<file path="src/rtl/core/smdu_pkg.sv">
// Package of the signed multiply/divide unit: item types, codes and sizes.
`default_nettype none
package smdu_pkg;
	localparam int TAG_WIDTH = 6;
	localparam int DATA_WIDTH = 64;
	localparam int HALF_WIDTH = DATA_WIDTH / 2;
	localparam int DIV_STEPS = DATA_WIDTH;
	localparam int MQ_DEPTH = 4;
	localparam int MQ_AW = $clog2(MQ_DEPTH);
	localparam int OQ_DEPTH = 2;
	localparam int OQ_AW = $clog2(OQ_DEPTH);

	localparam logic OP_MUL = 1'b0;
	localparam logic OP_DIV = 1'b1;

	localparam logic EXC_NONE = 1'b0;
	localparam logic EXC_DIV_ZERO = 1'b1;

	typedef struct packed {
		logic op;
		logic signed [DATA_WIDTH-1:0] operand_a;
		logic signed [DATA_WIDTH-1:0] operand_b;
		logic [TAG_WIDTH-1:0] dest_tag;
	} req_t;

	typedef struct packed {
		logic [TAG_WIDTH-1:0] result_tag;
		logic [DATA_WIDTH-1:0] result_value;
		logic exception_code;
		logic [3:0] status_flags;
	} rsp_t;

	// Classified item: operands are raw for multiply, magnitudes for divide.
	typedef struct packed {
		logic op;
		logic [TAG_WIDTH-1:0] tag;
		logic neg;
		logic dz;
		logic [DATA_WIDTH-1:0] a;
		logic [DATA_WIDTH-1:0] b;
	} work_t;

	// One execution pipeline slot; rq holds remainder/quotient or product.
	typedef struct packed {
		logic op;
		logic [TAG_WIDTH-1:0] tag;
		logic neg;
		logic dz;
		logic [DATA_WIDTH-1:0] d;
		logic [2*DATA_WIDTH-1:0] rq;
	} slot_t;
endpackage
`default_nettype wire

</file>
<file path="src/rtl/core/smdu_front.sv">
// Front end: takes items, classifies them and queues them for execution.
`default_nettype none
module smdu_front (
	input wire logic clk,
	input wire logic arst_n,
	input wire logic push,
	output logic full,
	input wire smdu_pkg::req_t req,
	output logic head_valid,
	output smdu_pkg::work_t head,
	input wire logic head_pop
);
	import smdu_pkg::*;

	logic s1_v_q;
	work_t s1_q;
	work_t cls;
	work_t mq_q [MQ_DEPTH];
	logic [MQ_AW-1:0] wptr_q, rptr_q;
	logic [MQ_AW:0] cnt_q;
	logic mq_full, mq_wr, mq_rd, take;

	always_comb begin
		cls.op = req.op;
		cls.tag = req.dest_tag;
		cls.neg = req.operand_a[DATA_WIDTH-1] ^ req.operand_b[DATA_WIDTH-1];
		cls.dz = (req.operand_b == '0);
		if (req.op == OP_DIV) begin
			cls.a = req.operand_a[DATA_WIDTH-1] ? DATA_WIDTH'(-req.operand_a)
				: DATA_WIDTH'(req.operand_a);
			cls.b = req.operand_b[DATA_WIDTH-1] ? DATA_WIDTH'(-req.operand_b)
				: DATA_WIDTH'(req.operand_b);
		end else begin
			cls.a = req.operand_a;
			cls.b = req.operand_b;
		end
	end

	assign mq_full = (cnt_q == (MQ_AW+1)'(MQ_DEPTH));
	assign full = s1_v_q && mq_full;
	assign take = push && !full;
	assign mq_wr = s1_v_q && !mq_full;
	assign head_valid = (cnt_q != '0);
	assign mq_rd = head_pop && head_valid;
	assign head = mq_q[rptr_q];

	always_ff @(posedge clk or negedge arst_n) begin
		if (!arst_n) begin
			s1_v_q <= 1'b0;
			wptr_q <= '0;
			rptr_q <= '0;
			cnt_q <= '0;
		end else begin
			if (take) begin
				s1_v_q <= 1'b1;
			end else if (mq_wr) begin
				s1_v_q <= 1'b0;
			end
			if (mq_wr) begin
				wptr_q <= wptr_q + 1'b1;
			end
			if (mq_rd) begin
				rptr_q <= rptr_q + 1'b1;
			end
			cnt_q <= cnt_q + (MQ_AW+1)'(mq_wr) - (MQ_AW+1)'(mq_rd);
		end
	end

	always_ff @(posedge clk) begin
		if (take) begin
			s1_q <= cls;
		end
		if (mq_wr) begin
			mq_q[wptr_q] <= s1_q;
		end
	end
endmodule
`default_nettype wire

</file>
<file path="config.mk">
export PLATFORM = sky130hd
export DESIGN_NAME = smdu_front
export DESIGN_NICKNAME = d
export VERILOG_FILES = /design/src/rtl/core/smdu_pkg.sv /design/src/rtl/core/smdu_front.sv
export SDC_FILE = /design/constraint.sdc
export NUM_CORES = 1
export LEC_CHECK = 0
export BUFFER_PORTS_ARGS = -buffer_cell sky130_fd_sc_hd__buf_4
export CAP_MARGIN = 20
export CORE_MARGIN = 2
export CORE_UTILIZATION = 63
export DETAILED_ROUTE_END_ITERATION = 8
export PLACE_DENSITY = 0.91
export SETUP_SLACK_MARGIN = 0.1
export SLEW_MARGIN = 10
export SYNTH_ARGS = -nofsm -noshare
export SYNTH_HDL_FRONTEND = slang
export SYNTH_SLANG_ARGS = --single-unit
</file>
<file path="constraint.sdc">
create_clock -name clk -period 14.6 [get_ports clk]
set_clock_uncertainty 0.05 [all_clocks]
set_input_delay 1.46 -clock clk [delete_from_list [all_inputs] [get_ports clk]]
set_output_delay 1.46 -clock clk [all_outputs]
set_load 0.01 [all_outputs]
</file>
After elaboration in Yosys (flattened, before gate mapping)
Memories as Yosys holds them, arrays and structs flattened.
Cells that the tools add are included.
- logic and storage cells: 35
- memory bits (writable): 548
- input port bits: 139
- memories: 1
- flip-flop bits (word level): 145
- bitwise gates (word level): 1
- equal/unequal tests: 1
- add/subtract/negate cells: 6
- mux-type cells: 7
- reductions and logical operators: 9
- memories (name ; depth ; width ; rd ports ; clocked after memory_dff ; wr ports ; RTL line ; source):
    mq_q ; 4 ; 137 ; 1 ; 0 ; 1 ; smdu_front.sv:18 ; work_t mq_q [MQ_DEPTH];
- operator list (operator ; count):
    $mux 128 ; 1
    $mux 64 ; 2
    $neg 64->64 ; 2
    $logic_not 64->1 ; 1
    $add 2x1->2 const B ; 2
    $logic_and 1x1->1 ; 4
    $mux 1 ; 4
    $add 3x1->3 ; 1
    $eq 3x3->1 const B ; 1
    $reduce_bool 3->1 ; 1
    $sub 3x1->3 ; 1
    $logic_not 1->1 ; 2
    $reduce_bool 2->1 ; 1
    $xor 1x1->1 ; 1

Longest topological paths before layout
Gate-level depths: netlist of run 1.
- word-level depth: 5
- mapped depth: 9

Worst setup path before layout of run 1
OpenSTA, ideal clock, no wires.
- kind: in2reg
- from: input push
- to: register s1_q[0] (netlist name), enable pin
- setup slack: 6.507 ns
- data required time: 13.900 ns
- stages: 1
- arrival time: 7.393 ns
- buffers on the path: 0
- setup time: 0.650 ns
- cell sequence: nor2b_1
- cells in the longest elaborated chain, start to end: 1
- ends and longest elaborated chain (what ; RTL line ; source):
    from (decl) ; smdu_front.sv:6 ; input wire logic push,
    $logic_and 1x1->1 ; smdu_front.sv:41 ; assign take = push && !full;
    to (signal assigned) ; smdu_front.sv:71 ; s1_q <= cls;
    to (decl) ; smdu_front.sv:16 ; work_t s1_q;
Every way passes these cells.
A chain may end at the register's enable or synchronous reset.

==> flow_summary.yaml, run 1 <==
timing:
  setup-tns-final_ns: 0
  fmax_mhz: 202.5
  fin_crit_sh: 0.3382
  final.min_clock_period_ns: 4.938
  finalHoldViolations: 0
  relSlewSlack: 0.2428
  slew_viol_final: 0
  worstMarginPinSlew_ns: 1.136
  finalSetupViolCount: 0
  rsz0062_at_grt: "false"
run:
  cap_violations: 0
clock_network:
  clk_pin_slew_ns: 0.06
  ctsResizeCount: 0
  cts_made_buffers: 68
  cts_tree: "done"
  htreeDepth: 3
  clockBufferDepth: 3
  cts_root_buffer: "clkbuf_16"
  post_cts_buffers: 0
  holdBufCountCts: 0
  clock-sinks: 693
  worstSkewPairLatency_ns: 0.59
synth:
  ys_seq_area_frac: 0.7628
  syn_nets: 1511
  ys_types: 48
  synth_ff_type: "edfxtp_1"
  yosysTopAreaCellShare: 0.7554
  synth_area_mm2: 0.02723
  postSynthCellCount: 1363
  ys.warnings.count: 0
  ys_seq_elements: 693
  synth-edff-count: 685
  async_reset_ff_frac: 0.01154
  synth_area_leaders: "edfxtp_1 76%, mux4_2 11%, xor2_1 2.9%"
  synth_top_cell_by_area: "edfxtp_1"
  synth_area_per_cell_um2: 19.98
power:
  ir_drop_uv: 123.7
  seqPwrFrac: 0.466
  p_sw_w: 0.001791
  p_sw_frac: 0.2833
  p_leak_nw: 11.02
  p_clk_frac: 0.269
  combinationalPowerShare: 0.265
  power-per-cell-area_mw_per_mm2: 196.6
  p_int_w: 0.004531
layout:
  final_common_cell: "edfxtp_1"
  fin_cells: 2311
  num-nets-final: 1826
  final_cell_mix: "685 x edfxtp_1, 292 x buf_4, 137 x mux4_2, 89 x xor2_1, 71 x clkbuf_16"
  area_delta_synth_final_pct: 18.11
  drive_above_1_share: 0.3179
setup_path:
  ff2ff_setup_slack_ns: 10.86
  endpoint_kind: "primary output"
  crit_type: "reg -> out"
  reg2reg_from: "cnt_q[1]"
  crit_arrival_ns: 3.43
  worst_setup_path_start_kind: "register"
  cp.required_ns: 13.09
  worstRegToRegCells: 5
  regToRegEndpoint: "mq_q[2][80]"
  critPathMaxFanout: 70
placed_design:
  placed_cells: 2191
  dp_hpwl_mm: 36.44
  gp_congestion: 0.8749
  numPortBuffers: 277
floorplanning:
  dieWidth_um: 211.9
  rows: 76
  initial_core_util: 0.6349
  pin_count: 278
  fp.dieH_um: 211.9
  dieArea_mm2: 0.04490
  core_mm2: 0.04289
hold_path:
  hold_class: "reg -> reg"
  whs_path_depth: 0
  holdPathEnd: "mq_q[0][6]"
  hp-start: "s1_q[6]"
status:
  outcome: "complete, no violations"
detailed_routing:
  wl_per_cell_um: 26.32
  final_antenna_net_count: 0
  num_vias: 14517
  drc_errors: 0
  drt_iter0_markers: 1621
  finalWirelength_mm: 60.83
  viasPerCell: 6.282
  drtPass1Iterations: 6
global_routing:
  grt_pass1_wl_mm: 89.81
  antenna_found_initial: 2
  grt.total_usage: 0.2727
  grt_max_degree: 71
  grt_overflow: 0
  grt_pass1_vias: 14848
-- per-stage QoR --
stage | cell area [µm²] | hold WS, ns | util | setup WS, ns | total power (W)
4_1_cts | 32130 | 0.4298 | 0.7492 | 9.480 | 0.006366
2_1_floorplan | 27230 | 0.4087 | - | 6.507 | 0.003891
3_5_place_dp | 29980 | 0.4337 | 0.6991 | 10.11 | 0.004656
3_3_place_gp | 29980 | 0.4150 | 0.6991 | 10.15 | 0.004587
6_report | 32160 | 0.4424 | 0.7499 | 9.662 | 0.006322
5_1_grt | 32160 | 0.4590 | 0.7499 | 9.401 | 0.006555
-- power by group through the flow --
stage / clock, W / combinational [W] / sequential, W
2_1_floorplan: 0 / 0.00101 / 0.00288
3_3_place_gp: 0 / 0.00165 / 0.00294
3_5_place_dp: 0 / 0.00167 / 0.00298
4_1_cts: 0.00172 / 0.00169 / 0.00295
5_1_grt: 0.00179 / 0.00178 / 0.00299
6_report: 0.00170 / 0.00168 / 0.00295
-- state kept, by name (all words and copies together) (netlist names) --
register and count:
cnt_q 3, s1_q 137, rptr_q 2, mq_q 548, wptr_q 2, s1_v_q 1
-- per-layer routing --
metal  track usage  wire, µm
met4       0.09349      1567
met3       0.07388      6224
met2        0.4623     31520
met1        0.3433     21510
met5             0         0
-- cell type report --
| type | count | area [µm²] |
|---|---|---|
| Clock buffer | 82 | 1818 |
| Antenna cell | 2 | 5.005 |
| Inverter | 19 | 71.32 |
| Tap cell | 585 | 732.0 |
| Fill cell | 2197 | 10730 |
| Multi-Input combinational cell | 602 | 6208 |
| Clock inverter | 34 | 331.6 |
| Timing Repair Buffer | 294 | 2217 |
| Sequential cell | 693 | 20780 |
-- cells in the mapped netlist, types with 3 or more instances --
cell	n
nor4_1	26
a21oi_1	38
dfrtp_1	8
mux4_2	137
or3_2	3
nor2_1	66
a31oi_1	35
nor3_1	33
nor4_2	3
nand2_1	21
o41ai_1	4
buf_1	18
buf_2	4
nand3_1	12
xor2_1	89
inv_1	19
or4_1	6
nand4_1	5
o21ai_0	13
edfxtp_1	685
ha_1	8
and3_1	6
a41oi_1	6
xnor2_1	37
o31ai_1	11
and2_1	9
clkbuf_1	25
or3_1	9
-- how the worst max path moves through the flow --
stage	from	to	slack (ns)	cells past startpoint
3_5_place_dp	rptr_q[0]	head[128]	10.11	3
5_1_grt	rptr_q[0]	head[54]	9.40	3
4_1_cts	rptr_q[0]	head[128]	9.48	3
6_report	rptr_q[1]	head[65]	9.66	3
3_3_place_gp	rptr_q[0]	head[11]	10.15	3
2_1_floorplan	push	s1_q[0]	6.51	1
-- critical path, cell delays in order, from the launching register on --
cell,delay [ns]
dfrtp_4,1.17
buf_4,0.94
mux4_2,0.47
buf_4,0.17
-- cell families (layout without fill, tap and decap cells) --
kind of cell	count (synthesis)	after routing	synth area share
compound gates	114	114	0.02569
xor+xnor	126	126	0.04053
fa+ha+maj	9	9	0.004411
buf+inv	68	429	0.009971
flops	693	693	0.7628
mux	137	137	0.1133
other cells	0	2	0
simple gates	216	216	0.04333
(Power assumes the default switching activity.)
==> run 2: changes to the inputs <==
--- a/config.mk
+++ b/config.mk
@@ -8,9 +8,9 @@
 export BUFFER_PORTS_ARGS = -buffer_cell sky130_fd_sc_hd__buf_4
 export CAP_MARGIN = 20
 export CORE_MARGIN = 2
-export CORE_UTILIZATION = 63
+export CORE_UTILIZATION = 53
 export DETAILED_ROUTE_END_ITERATION = 8
-export PLACE_DENSITY = 0.91
+export PLACE_DENSITY = 0.83
 export SETUP_SLACK_MARGIN = 0.1
 export SLEW_MARGIN = 10
 export SYNTH_ARGS = -nofsm -noshare
==> constraint.sdc (replaced) <==
create_clock -name clk -period 4.1 [get_ports clk]
set_clock_uncertainty 0.05 [all_clocks]
set_input_delay 0.41 -clock clk [delete_from_list [all_inputs] [get_ports clk]]
set_output_delay 0.41 -clock clk [all_outputs]
set_load 0.01 [all_outputs]
==> run 2 against run 1 <==
Against the previous run:
- worst hold slack worse by 0.37 ns
- final cell count grew 5.4%
- clock power rose to 3.7 times the previous value
- die area grew 18%
- via count is 0.62% lower
- core utilization shrank 11 points
- first-iteration DRC count shrank 17%
- critical path depth unchanged
- clock-buffer cell count increased by 2
- critical path type unchanged
- critical endpoint is now head[84]
- largest power group unchanged
==> flow_summary.yaml, run 2 (synthesis results as in run 1) <==
timing:
  finalSetupViolCount: 0
  relSlewSlack: 0.2634
  fin_crit_sh: 0.7766
  fmax_mhz: 314.1
  setup-tns-final_ns: 0
  worstMarginPinSlew_ns: 1.101
  rsz0062_at_grt: "false"
  slew_viol_final: 0
  final.min_clock_period_ns: 3.184
  whs_ns: 0.06862
  finalHoldViolations: 0
setup_path:
  critPathBufInv: 2
  critPathMaxFanout: 57
  crit_arrival_ns: 2.72
  cp_top_family: "flip-flops"
  regToRegEndpoint: "mq_q[3][96]"
  worstRegToRegCells: 4
  cpPeakStageDelay_ns: 1.11
  ff2ff_setup_slack_ns: 1.40
  path_cells: "buf_12 > mux4_2 > buf_4"
  cp.required_ns: 3.64
  endpoint_kind: "primary output"
  cp_slowest_cell: "dfrtp_4"
  worst_setup_path_start_kind: "register"
  reg2reg_from: "cnt_q[1]"
  crit_type: "reg -> out"
power:
  ir_drop_uv: 498.2
  power-per-cell-area_mw_per_mm2: 703.2
  p_leak_nw: 11.24
  total_power_w: 0.02304
global_routing:
  grt_pass1_wl_mm: 89.82
  grt.total_usage: 0.2267
  grt_use_met2: 0.3792
  grt.busiest_layer: "met2"
  antenna_found_initial: 2
  grt_overflow: 0
  grt_max_degree: 67
  grt_pass1_vias: 14808
  gr-usage-met3: 0.04805
  grtUsageMet1: 0.3028
detailed_routing:
  drt_iter0_markers: 1340
  wl_per_cell_um: 24.58
  num_vias: 14427
  finalWirelength_mm: 59.86
  drtPass1Iterations: 5
  final_antenna_net_count: 0
  viasPerCell: 5.925
  drc_errors: 0
clock_network:
  worstSkewPairLatency_ns: 0.61
  post_cts_buffers: 0
  cts_made_buffers: 70
  ctsResizeCount: 0
  clock-sinks: 693
  cts_tree: "done"
  cts_root_buffer: "clkbuf_16"
  clk_pin_slew_ns: 0.06
  clockBufferDepth: 3
  htreeDepth: 3
layout:
  finalCoreUtilization: 0.6411
  fill_cells: 3357
  area_delta_synth_final_pct: 20.30
  stdcell_area_mm2: 0.03276
  final_common_cell: "edfxtp_1"
  final_cell_mix: "685 x edfxtp_1, 286 x buf_4, 137 x mux4_2, 89 x xor2_1, 73 x clkbuf_16"
  num-nets-final: 1846
  reg.largest.list: "mq_q x548, s1_q x137, cnt_q x3"
  largest_reg_flops: 548
  drive_above_1_share: 0.3238
  regMostFlops: "mq_q"
floorplanning:
  core_mm2: 0.05109
  dieWidth_um: 230.7
  fp.dieH_um: 230.7
  rows: 83
  initial_core_util: 0.5329
  dieArea_mm2: 0.05321
  pin_count: 278
placed_design:
  numPortBuffers: 277
  gp_congestion: 0.8804
  dp_hpwl_mm: 37.48
  dpl_cell_area_mm2: 0.03038
hold_path:
  whs_path_depth: 2
  holdPathEnd: "s1_q[24]"
  hp-start: "req[30]"
  hold_class: "in -> reg"
status:
  outcome: "complete, no violations"
run:
  cap_violations: 0
## run 2: cell types whose count changed in the layout (fill, tap and decap cells not counted), sizes merged
| cell | change |
|---|---|
| clkinv | +6 |
| clkbuf | +2 |
| clkinvlp | -1 |
| inv | +4 |
| buf | +8 |
| dlygate4sd3 | +10 |
| bufinv | +1 |
| diode | -1 |
## run 2: final cells by class
cell class	count	area (µm²)	share of cell area
Clock inverter	44	411.6	0.01257
Multi-Input combinational cell	602	6208	0.1895
Timing Repair Buffer	312	2567	0.07838
Clock buffer	84	1868	0.05703
Tap cell	680	850.8	0.02597
Sequential cell	693	20780	0.6343
Inverter	19	71.32	0.002177
Antenna cell	1	2.502	0.00007639
## run 2: repair_timing
| action | CTS | global route |
|---|---|---|
| endpoints found under the hold margin | 17 | 0 |
| hold buffers | 10 | 0 |
| setup endpoints to repair | 0 | 0 |
## run 2: worst max path at each step
stage	slack (ns)	start	depth (start not counted)	endpoint
after floorplan	0.86	cnt_q[1]	3	s1_q[0]
after global placement	1.08	req[7]	8	s1_q[42]
after detailed placement	1.02	req[7]	8	s1_q[42]
after CTS	0.80	rptr_q[0]	3	head[45]
after global routing	0.73	rptr_q[0]	3	head[45]
final	0.92	rptr_q[1]	3	head[84]
## run 2: metrics by stage
stage,cells,worst slack [ns]
finish,2435,0.9158
global route,2434,0.7272
CTS,2434,0.8033
detailed placement,2296,1.025
global placement,2296,1.081
floorplan,1363,0.8594
## run 2: worst register-to-register path, cell delays in order (launching register included)
cell and delay, ns:
dfrtp_1 0.43, nor2_1 0.07, a21boi_1 0.52, and2_4 0.68, buf_4 0.58
## run 2: per-layer routing
metal | up-vias | share of wire
met5 | - | 0.00017
met1 | 7388 | 0.39
met3 | 99 | 0.084
li1 | 6240 | -
met2 | 698 | 0.51
met4 | 2 | 0.020
## run 2: power breakdown
group          leakage (nW)  total, W  switching [W]  internal, W
sequential             6.45    0.0104       0.000757      0.00965
clock                  1.11   0.00631        0.00261      0.00371
combinational          3.68   0.00632        0.00321      0.00310
total                  11.2    0.0230        0.00658       0.0165
==> run 3: changes to the inputs <==
--- a/config.mk
+++ b/config.mk
@@ -8,9 +8,9 @@
 export BUFFER_PORTS_ARGS = -buffer_cell sky130_fd_sc_hd__buf_4
 export CAP_MARGIN = 20
 export CORE_MARGIN = 2
-export CORE_UTILIZATION = 53
+export CORE_UTILIZATION = 59
 export DETAILED_ROUTE_END_ITERATION = 8
-export PLACE_DENSITY = 0.83
+export PLACE_DENSITY = 0.87
 export SETUP_SLACK_MARGIN = 0.1
 export SLEW_MARGIN = 10
 export SYNTH_ARGS = -nofsm -noshare
==> constraint.sdc (replaced) <==
create_clock -name clk -period 3.2 [get_ports clk]
set_clock_uncertainty 0.05 [all_clocks]
set_input_delay 0.32 -clock clk [delete_from_list [all_inputs] [get_ports clk]]
set_output_delay 0.32 -clock clk [all_outputs]
set_load 0.01 [all_outputs]
==> run 3 against run 2 <==
Against the previous run:
- via count grew 5.0%
- clock power is 23% higher
- clock-buffer cell count rose by 3
- sequential share of layout area decreased by 1.5 points
- flip-flop and latch count did not move
- largest cell class unchanged
- largest power group unchanged
==> flow_summary.yaml, run 3 (synthesis results as in run 1) <==
status:
  outcome: "complete, no violations"
setup_path:
  endpoint_kind: "primary output"
  path_cells: "buf_12 > buf_12 > mux4_2 > buf_4"
  critPathMaxFanout: 25
  worst_path_most_repeated_cell: "buf_12"
  crit_type: "reg -> out"
  cp_slowest_cell: "dfrtp_4"
  cpPeakStageDelay_ns: 0.64
  worst_setup_path_start_kind: "register"
  crit_arrival_ns: 2.52
  cp.required_ns: 2.83
placed_design:
  gp_congestion: 0.8584
  dp_hpwl_mm: 38.23
  place_ws_ns: 0.3359
  placed_cells: 2241
  numPortBuffers: 277
layout:
  regMostFlops: "mq_q"
  drive_above_1_share: 0.3135
  final_common_cell: "edfxtp_1"
  final_cell_mix: "685 x edfxtp_1, 310 x buf_4, 137 x mux4_2, 93 x dlygate4sd3_1, 89 x xor2_1"
  reg.largest.list: "mq_q x548, s1_q x137, cnt_q x3"
  largest_reg_flops: 548
  fin_cells: 2452
  area_delta_synth_final_pct: 23.24
  num-nets-final: 1952
timing:
  rsz0062_at_grt: "false"
  finalHoldViolations: 0
  fmax_mhz: 346.3
  slew_viol_final: 0
  whs_ns: 0.007770
  worstMarginPinSlew_ns: 1.098
  finalSetupViolCount: 0
  relSlewSlack: 0.2656
  fin_crit_sh: 0.9023
  final.min_clock_period_ns: 2.887
  timing.final.ws_setup_ns: 0.3125
  setup-tns-final_ns: 0
global_routing:
  grt_pass1_vias: 15657
  gr-usage-met3: 0.06001
  grt_use_met2: 0.4595
  grtUsageMet1: 0.3560
  antenna_found_initial: 1
  grt_pass1_wl_mm: 95.48
  grt_overflow: 0
  grt.total_usage: 0.2719
  grt.busiest_layer: "met2"
  grt_max_degree: 53
detailed_routing:
  finalWirelength_mm: 63.41
  viasPerCell: 6.180
  final_antenna_net_count: 0
  drtPass1Iterations: 8
  wl_per_cell_um: 25.86
  num_vias: 15154
  drt_iter0_markers: 1665
  drc_errors: 0
power:
  p_leak_nw: 11.65
  power-per-cell-area_mw_per_mm2: 878.1
  total_power_w: 0.02947
  ir_drop_uv: 634.5
floorplanning:
  core_mm2: 0.04548
  dieWidth_um: 218.8
  dieArea_mm2: 0.04789
  rows: 78
  pin_count: 278
  fp.dieH_um: 218.8
  initial_core_util: 0.5987
clock_network:
  worstSkewPairLatency_ns: 0.60
  cts_root_buffer: "clkbuf_16"
  htreeDepth: 3
  ctsResizeCount: 0
  clk_pin_slew_ns: 0.07
  cts_made_buffers: 68
  clockBufferDepth: 3
  clock-sinks: 693
  cts_tree: "done"
hold_path:
  hold_class: "in -> reg"
run:
  cap_violations: 0
-- run 3: cell count changes in the layout (fill, tap and decap cells not counted), moves of 2 or more --
cell | previous run | this run
dlygate4sd3_1 | 10 | 93
buf_4 | 286 | 310
clkinv_2 | 14 | 8
inv_6 | 5 | 0
clkbuf_1 | 11 | 14
bufinv_16 | 7 | 5
-- run 3: worst paths after layout --
kind	start	end	slack (ns)	cells past startpoint
worst max-delay path	rptr_q[0]	head[124]	0.31	4
worst min-delay path	req[128]	s1_q[122]	0.008	2
worst max register to register	cnt_q[1]	cnt_q[2]	0.82	9
worst min register to register	s1_q[66]	mq_q[0][66]	0.44	0
max in group asynchronous	arst_n	rptr_q[1]	2.88	2
min in group asynchronous	arst_n	cnt_q[1]	0.07	2
-- run 3: final cells by class --
class / count / area (µm²)
inverter: 19 / 71.32
multi-input combinational: 602 / 6210
sequential: 693 / 20780
tap: 600 / 750.7
clock buffer: 87 / 1879
antenna: 2 / 5.005
clock inverter: 29 / 265.3
fill: 2514 / 11920
timing repair buffer: 420 / 3598
-- run 3: critical path, delay by kind of cell (launching register included) --
| kind | cells | cell delay (ns) |
|---|---|---|
| buffers and inverters | 3 | 0.67 |
| muxes | 1 | 0.60 |
| DFF | 1 | 0.64 |
-- run 3: power breakdown --
part           internal, W  switching [W]
Clock              0.00454        0.00321
Combinational      0.00413        0.00439
Sequential          0.0124       0.000834
Total               0.0210        0.00844
-- run 3: metrics by stage --
step           utilization  instance area, µm²
3_5_place_dp        0.6701               30480
6_report            0.7379               33560
5_1_grt             0.7378               33550
4_1_cts             0.7378               33550
3_3_place_gp        0.6701               30480
2_1_floorplan            -               27240
-- run 3: metal layers --
metal	vias up	wire (µm)
met4	0	1775
li1	6443	-
met2	951	32320
met1	7617	23240
met3	143	6068
met5	-	0
-- run 3: timing repair --
item,CTS,global route
hold buffers,93,0
setup buffers,0,0
endpoints found under the hold margin,100,0
